--- config.mk ---
export PLATFORM = sky130hd
export DESIGN_NAME = gate_safety_supervisor
export DESIGN_NICKNAME = d
export VERILOG_FILES = /design/src/hw/rtl/gss_pkg.sv /design/src/hw/rtl/gss_debounce.sv /design/src/hw/rtl/gate_safety_supervisor.sv
export SDC_FILE = /design/constraint.sdc
export NUM_CORES = 1
export LEC_CHECK = 0
export ABC_AREA = 1
export ABC_CLOCK_PERIOD_IN_PS = 9900
export BUFFER_PORTS_ARGS = -buffer_cell sky130_fd_sc_hd__clkbuf_2
export CAP_MARGIN = 20
export CORE_ASPECT_RATIO = 1.1
export CORE_UTILIZATION = 47
export DETAILED_ROUTE_END_ITERATION = 10
export SLEW_MARGIN = 20
export SYNTH_ARGS = -nofsm -noshare
export SYNTH_HDL_FRONTEND = slang
export SYNTH_SLANG_ARGS = --single-unit
--- constraint.sdc ---
create_clock -name clk -period 9.9 [get_ports clk]
set_clock_uncertainty 0.1 [all_clocks]
set_input_delay 0 -clock clk [delete_from_list [all_inputs] [get_ports clk]]
set_output_delay 0 -clock clk [all_outputs]
set_load 0.01 [all_outputs]
--- src/hw/rtl/gss_pkg.sv ---
`timescale 1ns / 1ps
// ----------------------------------------------------------------------------
// gss_pkg
// Shared types, constants and helper functions for the gate safety supervisor.
// ----------------------------------------------------------------------------
package gss_pkg;

    // timer and register widths
    localparam int TIMER_BITS = 16;
    localparam int CFG_W      = 16;
    localparam int CMP_W      = (TIMER_BITS > CFG_W) ? TIMER_BITS : CFG_W;
    localparam int TALLY_W    = 16;
    localparam int EV_W       = 7;
    localparam int IDX_W      = 3;

    typedef logic [TIMER_BITS-1:0] timer_t;
    typedef logic [CFG_W-1:0]      cfg_t;
    typedef logic [TALLY_W-1:0]    tally_t;
    typedef logic [EV_W-1:0]       event_t;
    typedef logic [IDX_W-1:0]      reg_idx_t;

    localparam tally_t TALLY_MAX = '1;

    // configuration register indexes
    localparam reg_idx_t REG_OBSTACLE_DB  = 3'd0;
    localparam reg_idx_t REG_LIMIT_DB     = 3'd1;
    localparam reg_idx_t REG_STOP_DB      = 3'd2;
    localparam reg_idx_t REG_OC_THRESHOLD = 3'd3;
    localparam reg_idx_t REG_OC_HOLD      = 3'd4;
    localparam reg_idx_t REG_WD_TIMEOUT   = 3'd5;

    // configuration reset values
    localparam cfg_t RST_OBSTACLE_DB  = 16'd30;
    localparam cfg_t RST_LIMIT_DB     = 16'd30;
    localparam cfg_t RST_STOP_DB      = 16'd30;
    localparam cfg_t RST_OC_THRESHOLD = 16'd10000;
    localparam cfg_t RST_OC_HOLD      = 16'd500;
    localparam cfg_t RST_WD_TIMEOUT   = 16'd5000;

    // event flag bit positions
    localparam int EV_OBS_ON  = 0;
    localparam int EV_OBS_OFF = 1;
    localparam int EV_OPEN    = 2;
    localparam int EV_CLOSE   = 3;
    localparam int EV_STOP    = 4;
    localparam int EV_SET     = 5;
    localparam int EV_CLEAR   = 6;

    typedef enum logic [2:0] {
        FAULT_NONE        = 3'd0,
        FAULT_OBSTACLE    = 3'd1,
        FAULT_LIMIT       = 3'd2,
        FAULT_TELEMETRY   = 3'd3,
        FAULT_MOTOR       = 3'd4,
        FAULT_OVERCURRENT = 3'd5,
        FAULT_WATCHDOG    = 3'd6
    } fault_code_t;

    // debouncer result for one tick
    typedef struct packed {
        logic level;
        logic rise;
        logic fall;
    } dbn_out_t;

    // fault register working copy
    typedef struct packed {
        fault_code_t code;
        logic        latch;
        tally_t      tally;
        logic        set;
        logic        clr;
    } fault_st_t;

    function automatic timer_t sat_inc(timer_t v);
        return (&v) ? v : v + timer_t'(1);
    endfunction

    function automatic fault_st_t fault_raise(fault_st_t s, fault_code_t code);
        fault_st_t r;
        r = s;
        if (s.code != code) begin
            r.code  = code;
            r.latch = 1'b1;
            if (s.tally != TALLY_MAX) begin
                r.tally = s.tally + tally_t'(1);
            end
            r.set = 1'b1;
        end
        return r;
    endfunction

    function automatic fault_st_t fault_drop(fault_st_t s);
        fault_st_t r;
        r = s;
        if (s.code != FAULT_NONE) begin
            r.code  = FAULT_NONE;
            r.latch = 1'b0;
            r.clr   = 1'b1;
        end
        return r;
    endfunction

endpackage

--- src/hw/rtl/gss_debounce.sv ---
`timescale 1ns / 1ps
// ----------------------------------------------------------------------------
// gss_debounce
// Sticky-timer debouncer for one contact: a raw level must stay unchanged
// for the programmed number of ticks before it becomes the accepted level.
// ----------------------------------------------------------------------------
module gss_debounce (
    input  logic              clk,
    input  logic              rst_n,
    input  logic              step,
    input  logic              raw,
    input  gss_pkg::cfg_t     need,
    output gss_pkg::dbn_out_t result
);
    import gss_pkg::*;

    logic   pending_reg;
    logic   accepted_reg;
    timer_t stable_reg;

    logic   diff;
    logic   take;
    timer_t stable_inc;
    timer_t stable_next;
    logic   accepted_next;

    // compare against the settled level and the hold count
    always_comb
    begin
        diff          = raw != pending_reg;
        stable_inc    = sat_inc(stable_reg);
        take          = !diff && (raw != accepted_reg) &&
                        (CMP_W'(stable_inc) >= CMP_W'(need));
        stable_next   = diff ? '0 : stable_inc;
        accepted_next = take ? raw : accepted_reg;
        result.level  = accepted_next;
        result.rise   = take && raw;
        result.fall   = take && !raw;
    end

    // channel state, advanced once per tick
    always_ff @(posedge clk or negedge rst_n)
    begin
        if (!rst_n)
        begin
            pending_reg  <= 1'b0;
            accepted_reg <= 1'b0;
            stable_reg   <= '0;
        end
        else if (step)
        begin
            pending_reg  <= raw;
            accepted_reg <= accepted_next;
            stable_reg   <= stable_next;
        end
    end

endmodule

--- src/hw/rtl/gate_safety_supervisor.sv ---
`timescale 1ns / 1ps
// ----------------------------------------------------------------------------
// gate_safety_supervisor
// Debounced safety interlock with watchdog: one tick item in, one status
// result out, driving a single fault register with set and clear rules.
// Each tick passes the tick register, then the result register; the rule
// chain is combinational, and a tick waits while the result channel stalls.
// Throughput: one tick per cycle while the result channel does not stall.
// Reset: all tick state and counters clear, watchdog starts alive, config
// registers take their default values; no item is held.
// ----------------------------------------------------------------------------
module gate_safety_supervisor (
    input  logic                 clk,
    input  logic                 rst_n,
    // configuration write channel
    input  logic                 cfg_valid,
    output logic                 cfg_ready,
    input  gss_pkg::reg_idx_t    cfg_index,
    input  gss_pkg::cfg_t        cfg_data,
    // tick channel
    input  logic                 item_valid,
    output logic                 item_ready,
    input  logic                 obstacle_raw,
    input  logic                 open_end_raw,
    input  logic                 close_end_raw,
    input  logic                 stop_raw,
    input  logic                 motor_fault_in,
    input  logic                 telemetry_valid,
    input  logic [15:0]          current_ma,
    input  logic                 watchdog_feed,
    // result channel
    output logic                 result_valid,
    input  logic                 result_ready,
    output logic [2:0]           fault_code,
    output logic                 fault_latched,
    output logic                 safe_to_move,
    output logic                 obstacle_state,
    output logic                 open_end_state,
    output logic                 close_end_state,
    output logic                 stop_state,
    output logic                 watchdog_good,
    output logic [6:0]           event_flags,
    output logic [15:0]          faults_seen,
    output logic [15:0]          obstacle_hits
);
    import gss_pkg::*;

    // configuration registers
    cfg_t obstacle_db_reg;
    cfg_t limit_db_reg;
    cfg_t stop_db_reg;
    cfg_t oc_threshold_reg;
    cfg_t oc_hold_reg;
    cfg_t wd_timeout_reg;

    // tick register
    logic        tick_valid_reg;
    logic        obstacle_raw_reg;
    logic        open_end_raw_reg;
    logic        close_end_raw_reg;
    logic        stop_raw_reg;
    logic        motor_fault_reg;
    logic        telemetry_valid_reg;
    logic [15:0] current_reg;
    logic        feed_reg;

    // supervisor state
    fault_code_t active_fault_reg;
    logic        latch_reg;
    tally_t      fault_tally_reg;
    logic        wd_alive_reg;
    timer_t      since_feed_reg;
    logic        oc_running_reg;
    timer_t      oc_ticks_reg;
    tally_t      obstacle_tally_reg;

    // result register
    logic        result_valid_reg;
    fault_code_t res_fault_reg;
    logic        res_latch_reg;
    logic        res_safe_reg;
    logic        res_obstacle_reg;
    logic        res_open_reg;
    logic        res_close_reg;
    logic        res_stop_reg;
    logic        res_wd_good_reg;
    event_t      res_events_reg;
    tally_t      res_faults_reg;
    tally_t      res_hits_reg;

    // next values
    fault_st_t   fault_next;
    logic        wd_alive_next;
    timer_t      since_feed_next;
    logic        oc_running_next;
    timer_t      oc_ticks_next;
    tally_t      obstacle_tally_next;
    event_t      events_next;
    logic        conflict;
    logic        safe_next;

    logic        advance;
    dbn_out_t    obs_db;
    dbn_out_t    open_db;
    dbn_out_t    close_db;
    dbn_out_t    stop_db;

    // handshakes
    assign advance    = tick_valid_reg && (!result_valid_reg || result_ready);
    assign item_ready = !tick_valid_reg || advance;
    assign cfg_ready  = 1'b1;

    // configuration writes
    always_ff @(posedge clk or negedge rst_n)
    begin
        if (!rst_n)
        begin
            obstacle_db_reg  <= RST_OBSTACLE_DB;
            limit_db_reg     <= RST_LIMIT_DB;
            stop_db_reg      <= RST_STOP_DB;
            oc_threshold_reg <= RST_OC_THRESHOLD;
            oc_hold_reg      <= RST_OC_HOLD;
            wd_timeout_reg   <= RST_WD_TIMEOUT;
        end
        else if (cfg_valid && cfg_ready)
        begin
            unique case (cfg_index)
                REG_OBSTACLE_DB:  obstacle_db_reg  <= cfg_data;
                REG_LIMIT_DB:     limit_db_reg     <= cfg_data;
                REG_STOP_DB:      stop_db_reg      <= cfg_data;
                REG_OC_THRESHOLD: oc_threshold_reg <= cfg_data;
                REG_OC_HOLD:      oc_hold_reg      <= cfg_data;
                REG_WD_TIMEOUT:   wd_timeout_reg   <= cfg_data;
                default:          ;
            endcase
        end
    end

    // tick register valid
    always_ff @(posedge clk or negedge rst_n)
    begin
        if (!rst_n)
        begin
            tick_valid_reg <= 1'b0;
        end
        else if (item_ready)
        begin
            tick_valid_reg <= item_valid;
        end
    end

    // tick register payload
    always_ff @(posedge clk)
    begin
        if (item_valid && item_ready)
        begin
            obstacle_raw_reg    <= obstacle_raw;
            open_end_raw_reg    <= open_end_raw;
            close_end_raw_reg   <= close_end_raw;
            stop_raw_reg        <= stop_raw;
            motor_fault_reg     <= motor_fault_in;
            telemetry_valid_reg <= telemetry_valid;
            current_reg         <= current_ma;
            feed_reg            <= watchdog_feed;
        end
    end

    // contact debouncers
    gss_debounce u_obs_db (
        .clk    (clk),
        .rst_n  (rst_n),
        .step   (advance),
        .raw    (obstacle_raw_reg),
        .need   (obstacle_db_reg),
        .result (obs_db)
    );

    gss_debounce u_open_db (
        .clk    (clk),
        .rst_n  (rst_n),
        .step   (advance),
        .raw    (open_end_raw_reg),
        .need   (limit_db_reg),
        .result (open_db)
    );

    gss_debounce u_close_db (
        .clk    (clk),
        .rst_n  (rst_n),
        .step   (advance),
        .raw    (close_end_raw_reg),
        .need   (limit_db_reg),
        .result (close_db)
    );

    gss_debounce u_stop_db (
        .clk    (clk),
        .rst_n  (rst_n),
        .step   (advance),
        .raw    (stop_raw_reg),
        .need   (stop_db_reg),
        .result (stop_db)
    );

    // fault rules in fixed order
    always_comb
    begin
        fault_next.code     = active_fault_reg;
        fault_next.latch    = latch_reg;
        fault_next.tally    = fault_tally_reg;
        fault_next.set      = 1'b0;
        fault_next.clr      = 1'b0;
        obstacle_tally_next = obstacle_tally_reg;
        wd_alive_next       = wd_alive_reg;
        since_feed_next     = since_feed_reg;
        oc_running_next     = oc_running_reg;
        oc_ticks_next       = oc_ticks_reg;
        events_next         = '0;

        // obstacle edges
        if (obs_db.rise)
        begin
            if (obstacle_tally_reg != TALLY_MAX)
            begin
                obstacle_tally_next = obstacle_tally_reg + tally_t'(1);
            end
            events_next[EV_OBS_ON] = 1'b1;
            fault_next = fault_raise(fault_next, FAULT_OBSTACLE);
        end
        else if (obs_db.fall)
        begin
            events_next[EV_OBS_OFF] = 1'b1;
            if (fault_next.code == FAULT_OBSTACLE)
            begin
                fault_next = fault_drop(fault_next);
            end
        end
        events_next[EV_OPEN]  = open_db.rise;
        events_next[EV_CLOSE] = close_db.rise;
        events_next[EV_STOP]  = stop_db.rise;

        // motor driver
        if (motor_fault_reg && fault_next.code == FAULT_NONE)
        begin
            fault_next = fault_raise(fault_next, FAULT_MOTOR);
        end
        else if (!motor_fault_reg && fault_next.code == FAULT_MOTOR)
        begin
            fault_next = fault_drop(fault_next);
        end

        // telemetry link
        if (!telemetry_valid_reg && fault_next.code == FAULT_NONE)
        begin
            fault_next = fault_raise(fault_next, FAULT_TELEMETRY);
        end
        else if (telemetry_valid_reg && fault_next.code == FAULT_TELEMETRY)
        begin
            fault_next = fault_drop(fault_next);
        end

        // overcurrent duration
        if (current_reg >= oc_threshold_reg)
        begin
            if (!oc_running_reg)
            begin
                oc_running_next = 1'b1;
                oc_ticks_next   = '0;
            end
            else
            begin
                oc_ticks_next = sat_inc(oc_ticks_reg);
                if (CMP_W'(oc_ticks_next) >= CMP_W'(oc_hold_reg))
                begin
                    fault_next = fault_raise(fault_next, FAULT_OVERCURRENT);
                end
            end
        end
        else
        begin
            oc_running_next = 1'b0;
        end

        // watchdog feed
        if (feed_reg)
        begin
            since_feed_next = '0;
            if (!wd_alive_reg)
            begin
                wd_alive_next = 1'b1;
                fault_next    = fault_drop(fault_next);
            end
        end
        else
        begin
            since_feed_next = sat_inc(since_feed_reg);
        end

        // watchdog timeout
        if (!wd_alive_next && (CMP_W'(since_feed_next) < CMP_W'(wd_timeout_reg)))
        begin
            wd_alive_next = 1'b1;
            fault_next    = fault_drop(fault_next);
        end
        else if (wd_alive_next && (CMP_W'(since_feed_next) >= CMP_W'(wd_timeout_reg)))
        begin
            wd_alive_next = 1'b0;
            fault_next    = fault_raise(fault_next, FAULT_WATCHDOG);
        end

        // end switch conflict
        conflict = open_db.level && close_db.level;
        if (conflict && fault_next.code == FAULT_NONE)
        begin
            fault_next = fault_raise(fault_next, FAULT_LIMIT);
        end
        else if (!conflict && fault_next.code == FAULT_LIMIT)
        begin
            fault_next = fault_drop(fault_next);
        end

        events_next[EV_SET]   = fault_next.set;
        events_next[EV_CLEAR] = fault_next.clr;

        safe_next = (fault_next.code == FAULT_NONE) && !obs_db.level &&
                    !stop_db.level && wd_alive_next && !conflict;
    end

    // supervisor state update
    always_ff @(posedge clk or negedge rst_n)
    begin
        if (!rst_n)
        begin
            active_fault_reg   <= FAULT_NONE;
            latch_reg          <= 1'b0;
            fault_tally_reg    <= '0;
            wd_alive_reg       <= 1'b1;
            since_feed_reg     <= '0;
            oc_running_reg     <= 1'b0;
            oc_ticks_reg       <= '0;
            obstacle_tally_reg <= '0;
        end
        else if (advance)
        begin
            active_fault_reg   <= fault_next.code;
            latch_reg          <= fault_next.latch;
            fault_tally_reg    <= fault_next.tally;
            wd_alive_reg       <= wd_alive_next;
            since_feed_reg     <= since_feed_next;
            oc_running_reg     <= oc_running_next;
            oc_ticks_reg       <= oc_ticks_next;
            obstacle_tally_reg <= obstacle_tally_next;
        end
    end

    // result register valid
    always_ff @(posedge clk or negedge rst_n)
    begin
        if (!rst_n)
        begin
            result_valid_reg <= 1'b0;
        end
        else if (advance)
        begin
            result_valid_reg <= 1'b1;
        end
        else if (result_ready)
        begin
            result_valid_reg <= 1'b0;
        end
    end

    // result register payload
    always_ff @(posedge clk)
    begin
        if (advance)
        begin
            res_fault_reg    <= fault_next.code;
            res_latch_reg    <= fault_next.latch;
            res_safe_reg     <= safe_next;
            res_obstacle_reg <= obs_db.level;
            res_open_reg     <= open_db.level;
            res_close_reg    <= close_db.level;
            res_stop_reg     <= stop_db.level;
            res_wd_good_reg  <= wd_alive_next;
            res_events_reg   <= events_next;
            res_faults_reg   <= fault_next.tally;
            res_hits_reg     <= obstacle_tally_next;
        end
    end

    // result ports
    assign result_valid    = result_valid_reg;
    assign fault_code      = res_fault_reg;
    assign fault_latched   = res_latch_reg;
    assign safe_to_move    = res_safe_reg;
    assign obstacle_state  = res_obstacle_reg;
    assign open_end_state  = res_open_reg;
    assign close_end_state = res_close_reg;
    assign stop_state      = res_stop_reg;
    assign watchdog_good   = res_wd_good_reg;
    assign event_flags     = res_events_reg;
    assign faults_seen     = res_faults_reg;
    assign obstacle_hits   = res_hits_reg;

endmodule

======== After elaboration in Yosys (flattened, before gate mapping) ========
Cells that the tools add are included.
word-level totals
  register bits ........................... 312
  bits of input ports ..................... 47
  output and inout port bits .............. 52
  logic and storage cells ................. 233
cells by class
  add/subtract/negate cells ............... 13
  $lt $le $gt $ge ......................... 8
  eq/ne operators ......................... 30
  mux-type cells .......................... 66
  reductions and logical operators ........ 68
operators with widths
  cell                                            number
  two-way mux 22 bit                              16
  two-way mux 16 bit                              20
  adder 16 x 1 -> 16 bit (second input constant)  13
  two-way mux 21 bit                              6
  greater-or-equal comparator 16 bit              7
  != test 16 bit (second input constant)          7
  AND reduction 16 bit                            6
  logical AND 1 bit                               28
  two-way mux 4 bit                               6
  two-way mux 1 bit                               18
  nonzero test 3 bit                              6
  less-than comparator 16 bit                     1
  zero test 3 bit                                 5
  AND reduction 2 bit                             7
  zero test 1 bit                                 13
  == test 3 x 2 -> 1 bit (second input constant)  4
  == test 3 bit (second input constant)           3
  != test 3 bit (second input constant)           3
  != test 1 bit                                   8
  == test 3 x 1 -> 1 bit (second input constant)  2
  != test 3 x 2 -> 1 bit (second input constant)  2
  != test 3 x 1 -> 1 bit (second input constant)  1
  logical OR 1 bit                                2
  nonzero test 2 bit                              1

======== Logic depth before layout (Yosys ltp) ========
Gate-level depths: netlist of run 1.
  depth after elaboration ................. 39
  gate-level depth with buffers ........... 78
  depth with buffers taken out ............ 74

======== Modules after synthesis ========
Synthesis of run 1 repeated with hierarchy kept, for this count alone.
unflattened totals
  cell total of the unflattened synthesis .. 2,967
  area total of the unflattened synthesis .. 21,628.2 sq um
modules (own cells, without submodules)
  module                         instances  cells each  area an instance (sq um)  seq. area each (sq um)
  gate_safety_supervisor         1          2,006       14,878.0                  6,402.4
  gss_debounce (u_close_db ...)  2          241         1,686.6                   450.4
  gss_debounce (u_stop_db)       1          240         1,692.9                   450.4
  gss_debounce (u_open_db)       1          239         1,684.1                   450.4

======== Worst setup path before layout of run 1 ========
No wires, ideal clock.
  path kind ............................... reg2reg
  start point ............................. register u_obs_db.stable_reg[6]
  end point ............................... register res_faults_reg[2], in the netlist faults_seen[2] (data pin)
  setup time .............................. 0.255 ns
  arrival ................................. 8.002 ns
  slack ................................... 1.544 ns
  stages on the path, launching flop included .. 70
  buffers on the path ..................... 5
  cell sequence ........................... dfrtp_1 -> inv_1 -> nor3_1 -> inv_1 -> nor3_1 -> inv_1 -> nor2_1 -> nand2_1 -> nor2_1 -> inv_1 -> nand3_1 -> xor2_1 -> inv_1 -> ha_1 -> nand2_1 -> inv_2 -> nand2_1 -> nor2_1 -> [34 not listed] -> nand2_4 -> xor2_2 -> ha_1 -> nand3_1 -> nor2_4 -> nand3_4 -> nand2_4 -> xor2_4 -> ha_1 -> nand3_1 -> nor2_4 -> nand3_1 -> nor2_2 -> nor2_1 -> buf_6 -> nand2_1 -> nand2_1 -> and2_1
RTL lines
  element                 line                           RTL
  start, declared         gss_debounce.sv:19             timer_t stable_reg;
  start signal, assigned  gss_debounce.sv:54             stable_reg <= stable_next;
  end signal, assigned    gate_safety_supervisor.sv:387  res_faults_reg <= fault_next.tally;
  end, declared           gate_safety_supervisor.sv:88   tally_t res_faults_reg;

==> run_results.csv, run 1 <==
group,metric,value,unit
die,row_count,80,
worst_setup_path,critPathKind,"reg2reg",
detailed_routing,wl_met1,25200,um
cts,clk_path_buf_depth,3,
sta,finalSetupViolCount,0,
synthesis,syn_nets,2947,
synthesis,synth_cell_types,63,
synthesis,synth_top_cell_by_area,"dfrtp_1",
sta,rsz0062_at_grt,"true",
global_routing,grt_pass1_vias,17600,
placed_design,placed_cell_area,0.0219,mm^2
detailed_routing,dr_wl_met2,27200,um
cts,clkTransAtPathRegs,0.06,ns
worst_setup_path,worstPathMaxFanout,15,
synthesis,synth.area.top_cells,"dfrtp_1 25%, nand2_1 12%, edfxtp_1 10%, inv_1 8.1%, ha_1 7.5%",
sta,fin_ws,0.931,ns
layout,syn_to_final_growth,13.9,%
worst_setup_path,r2r_start,"u_obs_db.stable_reg[6]",
worst_setup_path,critPathLaunchType,"flop",
detailed_routing,drtPass1Iterations,7,
detailed_routing,top_layer,"met4",
layout,design_area,0.0238,mm^2
run_status,violations,"negative hold slack",
worst_setup_path,crit_path_frequent_cell,"nand2_1",
global_routing,antenna_found_initial,0,
synthesis,async_reset_ff_share,76.9,%
layout,area.sequential,0.00820,mm^2
global_routing,grt_pass1_wl,91500,um
layout,multiInputGateArea,0.0106,mm^2
worst_setup_path,setup.worst_path.start,"u_obs_db.stable_reg[6]",
layout,fillers,4225,
global_routing,grt_max_degree,112,
detailed_routing,drc,0,
worst_setup_path,rr_endpoint,"faults_seen[9]",
worst_setup_path,slowest_stage,"dfrtp_1",
global_routing,track_usage,25.4,%
worst_setup_path,rrSetupSlack,0.93,ns
layout,fin_nets,3090,
die,coreArea,0.0436,mm^2
worst_setup_path,cp-endpoint,"faults_seen[9]",
sta,final_hold_viol_count,17,
layout,mostFrequentLayoutCell,"nand2_1",
layout,finish.utilization,54.6,%
run_status,status,"complete, but fails checks",
placed_design,post-dp-hpwl,42300,um
synthesis,post_synth_instance_area,0.0209,mm^2
die,die_x,203,um
layout,layout-drive-gt1-share,12.6,%
cts,numCtsBuffers,38,
synthesis,yosys_register_bits,312,
detailed_routing,drt_wl_total,56400,um
die,die_area,0.0453,mm^2
worst_setup_path,max_stage_delay,0.36,ns
sta,timing.final.crit_share,90.6,%
synthesis,synth_top_area_share,25.3,%
synthesis,ys_warn_count,0,
layout,final_cell_mix,"688 x nand2_1, 450 x inv_1, 225 x o21ai_0, 211 x dfrtp_1, 171 x nand3_1",
sta,hold_slack,-0.0493,ns
power,vdd_ir_drop_max,160,uV
cts,h-tree-depth,2,
detailed_routing,drt_iter0_drc,1185,
die,start_util,47.9,%
sta,maxSlewViolCount,0,
detailed_routing,met3_length,2320,um
cts,cts.sinks,312,
detailed_routing,detail-route-antenna-nets,0,
sta,tightest_slew,1.01,ns
synthesis,ys.flop_type,"dfrtp_1",
detailed_routing,vias_per_cell,5.28,
detailed_routing,via_count,18600,
power,p_leak,11.3,nW
die,io_pins,99,
cts,root_buffer,"clkbuf_16",
synthesis,seq_area_frac_synth,39.2,%
synthesis,avgSynthCellArea,7.53,um^2
synthesis,syn_inst,2775,
job,drv_cap,0,
die,die_h,223,um
worst_setup_path,cp.required,10.06,ns
power,powerDensity,203,mW/mm^2
sta,layout_min_cycle_time,8.97,ns
sta,slew_headroom,32.6,%
layout,num_antenna_cells,0,
min_path,hold_path.class,"in2async",
detailed_routing,drt-wirelength-per-cell,16.0,um
worst_setup_path,cp.arrival,9.12,ns
placed_design,pre_cts_ws,0.101,ns
sta,max_freq,111,MHz
placed_design,gp_congestion,0.978,
cts,clkLatencyLatePin,0.57,ns
cts,cts_tree,"done",
global_routing,overflow,0,
placed_design,io_buffers,97,
worst_setup_path,endpoint_kind,"flop",
synthesis,synth-edff-count,72,
worst_setup_path,reg2reg_depth,65,
[per-stage QoR]
| stage | setup TNS (ns) | power, mW | hold WS [ns] | cells |
|---|---|---|---|---|
| global route | -0.237 | 5.16 | 0.0447 | 3521 |
| global placement | 0 | 3.30 | 0.0373 | 3398 |
| CTS | 0 | 4.85 | 0.0131 | 3511 |
| floorplan | 0 | 2.85 | -0.396 | 2775 |
| finish | 0 | 4.83 | -0.0493 | 3521 |
| detailed placement | 0 | 3.34 | 0.0444 | 3398 |
[area by class of cell]
type / instances / area share (%)
clock inverters: 20 / 1.02
inverters: 483 / 7.64
flip-flops and latches: 312 / 34.4
clock buffers: 49 / 4.56
multi-input cells: 1916 / 44.5
well taps: 574 / 3.02
repair buffers: 167 / 4.76
[cell usage after synthesis (8+ instances only)]
cell / n
nor2_1: 167
a21oi_1: 66
o22ai_1: 36
dfstp_2: 29
o21ai_1: 19
nor3_1: 62
nor2_4: 14
nand3_1: 171
nand3_2: 20
edfxtp_1: 72
xor2_1: 63
inv_2: 25
nor4_1: 19
buf_6: 11
inv_1: 451
a31oi_1: 11
nor2_2: 22
o21a_1: 16
nand2_1: 691
dfrtp_1: 211
o21ai_0: 225
ha_1: 125
clkbuf_1: 33
buf_4: 8
nand4_1: 73
nand2_2: 36
[cell families (layout without fill, tap and decap cells)]
| family | count (synthesis) | after routing | synth area share, % |
|---|---|---|---|
| multiplexers | 1 | 1 | 0.0539 |
| AO/OA/AOI/OAI | 419 | 419 | 11.2 |
| AND/OR/NAND/NOR | 1303 | 1303 | 28.6 |
| adder cells (fa/ha/maj) | 125 | 125 | 7.48 |
| flip-flops | 312 | 312 | 39.2 |
| other | 1 | 1 | 0.0179 |
| buffers and inverters | 547 | 719 | 10.4 |
| XOR/XNOR | 67 | 67 | 2.93 |
[what timing repair did]
item                       4_1_cts  5_1_grt
hold endpoints to repair       234        0
setup buffers                    0       10
resized for setup                0       20
setup endpoints to repair        0       32
hold buffers                    44        0
[how the worst min path moves through the flow]
stage                         startpoint                         to  slack, ns  depth (start not counted)
after CTS                  close_end_raw          close_end_raw_reg       0.01                          2
after detailed placement           rst_n  u_close_db.stable_reg[13]       0.04                          1
after floorplan                    rst_n        active_fault_reg[0]      -0.40                          0
after global routing      current_ma[11]            current_reg[11]       0.04                          2
after global placement             rst_n  u_close_db.stable_reg[12]       0.04                          1
final                              rst_n  u_close_db.stable_reg[13]      -0.05                          2
[layer usage]
layer / global-route usage (%) / vias up
met5: 0 / -
met1: 33.3 / 8701
met3: 2.70 / 95
met2: 43.1 / 456
met4: 9.17 / 0
li1: - / 9337
[report_power, final]
| part | internal (mW) | leakage, nW | switching, mW | total, mW |
|---|---|---|---|---|
| clock | 0.889 | 0.650 | 0.593 | 1.48 |
| combinational | 0.517 | 6.83 | 1.07 | 1.59 |
| sequential | 1.59 | 3.82 | 0.165 | 1.76 |
[critical path: cells and delay by family (launching register included)]
| kind | cells | cell delay [ns] |
|---|---|---|
| and+or+nand+nor | 45 | 5.29 |
| buffers and inverters | 11 | 0.99 |
| xor gates and xnor gates | 3 | 0.62 |
| AOI/OAI and AO/OA | 1 | 0.17 |
| DFF | 1 | 0.36 |
| adders and majority gates | 5 | 1.14 |
Power figures use the tool's default switching activity.
==> run 2: changes to the inputs <==
--- a/config.mk
+++ b/config.mk
@@ -10,7 +10,7 @@
 export BUFFER_PORTS_ARGS = -buffer_cell sky130_fd_sc_hd__clkbuf_2
 export CAP_MARGIN = 20
 export CORE_ASPECT_RATIO = 1.1
-export CORE_UTILIZATION = 47
+export CORE_UTILIZATION = 40
 export DETAILED_ROUTE_END_ITERATION = 10
 export SLEW_MARGIN = 20
 export SYNTH_ARGS = -nofsm -noshare
==> run_results.csv, run 2 (synthesis gave the netlist of run 1 again) <==
group,metric,value,unit
detailed_routing,drt-wirelength-per-cell,15.6,um
layout,layout-drive-gt1-share,12.6,%
detailed_routing,detail-route-antenna-nets,0,
layout,mostFrequentLayoutCell,"nand2_1",
power,p_clk_share,29.7,%
die,io_pins,99,
layout,num_antenna_cells,0,
worst_setup_path,cp.arrival,9.30,ns
placed_design,post-dp-hpwl,41600,um
die,die_area,0.0532,mm^2
global_routing,grt_pass1_vias,17800,
min_path,hold_end,"stop_db_reg[4]",
global_routing,grt_pass1_wl,90900,um
worst_setup_path,endpoint_kind,"flop",
sta,maxSlewViolCount,0,
placed_design,io_buffers,97,
global_routing,overflow,0,
power,switchingPower,1.82,mW
cts,clkLatencyLatePin,0.57,ns
detailed_routing,vias_per_cell,5.10,
worst_setup_path,r2r_start,"u_obs_db.stable_reg[6]",
power,p_sw_share,38.4,%
sta,layout_min_cycle_time,9.07,ns
die,die_x,220,um
worst_setup_path,slowest_stage,"dfrtp_1",
worst_setup_path,worstPathMaxFanout,15,
worst_setup_path,critPathLaunchType,"flop",
sta,tightest_slew,0.967,ns
worst_setup_path,rr_endpoint,"faults_seen[11]",
layout,syn_to_final_growth,14.5,%
power,p_leak,11.3,nW
job,drv_cap,0,
cts,root_buffer,"clkbuf_16",
worst_setup_path,rrSetupSlack,0.83,ns
worst_setup_path,crit_path_frequent_cell,"nand2_1",
die,start_util,40.6,%
global_routing,antenna_found_initial,1,
run_status,violations,"design-rule violations",
min_path,holdPathStages,3,
placed_design,pre_cts_ws,0.281,ns
layout,stdcell_count,3625,
cts,cts.sinks,312,
power,power_frac_comb,33.2,%
sta,timing.final.crit_share,91.7,%
power,vdd_ir_drop_max,131,uV
power,pwr-share-seq,37.0,%
cts,cts_tree,"done",
detailed_routing,drt_iter0_drc,1427,
cts,clk_path_buf_depth,3,
die,coreArea,0.0515,mm^2
run_status,status,"complete, but fails checks",
detailed_routing,drtPass1Iterations,11,
global_routing,track_usage,21.4,%
worst_setup_path,max_stage_delay,0.36,ns
cts,clkTransAtPathRegs,0.07,ns
worst_setup_path,critPathKind,"reg2reg",
placed_design,gp_congestion,0.889,
layout,fin_nets,3099,
sta,max_freq,110,MHz
cts,numCtsBuffers,39,
sta,fin_ws,0.826,ns
detailed_routing,drt_wl_total,56500,um
detailed_routing,via_count,18500,
power,powerDensity,198,mW/mm^2
sta,slew_headroom,35.4,%
placed_design,dp.cells,3490,
sta,finalSetupViolCount,0,
detailed_routing,drc,18,
power,p_int,2.92,mW
worst_setup_path,cp.required,10.13,ns
die,row_count,87,
global_routing,grt_max_degree,95,
cts,h-tree-depth,2,
min_path,hold_start,"cfg_index[1]",
sta,final_hold_viol_count,0,
die,die_h,242,um
worst_setup_path,reg2reg_depth,69,
layout,final_cell_mix,"689 x nand2_1, 450 x inv_1, 225 x o21ai_0, 211 x dfrtp_1, 170 x nand3_1",
min_path,hold_path.class,"in2reg",
[run 2: cell count changes in the layout (fill, tap and decap cells not counted), moves of 2 or more]
| cell | change |
|---|---|
| ha_1 | +2 |
| clkinv_1 | -3 |
| clkinvlp_4 | +3 |
| ha_2 | -2 |
| dlygate4sd3_1 | +2 |
| buf_4 | +5 |
| clkbuf_1 | +5 |
| clkinv_2 | -2 |
| bufinv_16 | -4 |
[run 2: critical path: cells and delay by family, from the launching register on]
kind,cells,cell delay [ns]
AO/OA/AOI/OAI,1,0.16
XOR/XNOR,3,0.57
adder cells (fa/ha/maj),5,1.13
buffers and inverters,13,1.28
flip-flops,1,0.36
AND/OR/NAND/NOR,47,5.17
[run 2: metrics by stage]
| stage | power [mW] | hold slack, ns | setup TNS [ns] | area, um^2 | util, % |
|---|---|---|---|---|---|
| CTS | 4.79 | 0.0225 | 0 | 23700 | 46.1 |
| finish | 4.74 | 0.0191 | 0 | 23900 | 46.5 |
| floorplan | 2.85 | -0.396 | 0 | 20900 | - |
| detailed placement | 3.33 | -0.00330 | 0 | 22000 | 42.7 |
| global placement | 3.29 | -0.00947 | 0 | 22000 | 42.7 |
| global route | 5.08 | 0.0373 | -0.296 | 23900 | 46.5 |
[run 2: what timing repair did]
item,4_1_cts,5_1_grt
endpoints found under the setup margin,0,32
hold buffers,46,0
setup buffers,0,17
hold endpoints to repair,220,0
gates resized for setup,0,15
[run 2: final cells by class]
class | count | area [um^2]
fillers | 5098 | 27500
multi-input cells | 1916 | 10600
flip-flops and latches | 312 | 8200
inverters | 483 | 1820
repair buffers | 175 | 1200
clock buffers | 56 | 1140
well taps | 667 | 835
clock inverters | 16 | 131
[run 2: worst max path at each step]
stage	startpoint	end	slack, ns	depth (start not counted)
global placement	u_obs_db.stable_reg[5]	faults_seen[11]	0.55	67
detailed placement	u_obs_db.stable_reg[5]	faults_seen[11]	0.28	67
CTS	u_obs_db.stable_reg[6]	faults_seen[11]	0.21	67
floorplan	u_obs_db.stable_reg[6]	faults_seen[2]	1.54	69
global route	u_obs_db.stable_reg[6]	faults_seen[11]	-0.12	69
finish	u_obs_db.stable_reg[6]	faults_seen[11]	0.83	69
[run 2: per-layer routing]
layer,track usage [%],wire (um),vias up
li1,-,-,9368
met1,28.2,25500,8583
met2,35.6,26700,424
met3,2.82,2490,100
met4,7.57,1740,0
met5,0,0,-
[run 2: power by group through the flow]
stage	sequential, mW	combinational, mW	clock [mW]
detailed placement	1.78	1.55	0
CTS	1.76	1.58	1.45
global placement	1.77	1.52	0
finish	1.76	1.58	1.41
global route	1.78	1.80	1.50
floorplan	1.75	1.10	0
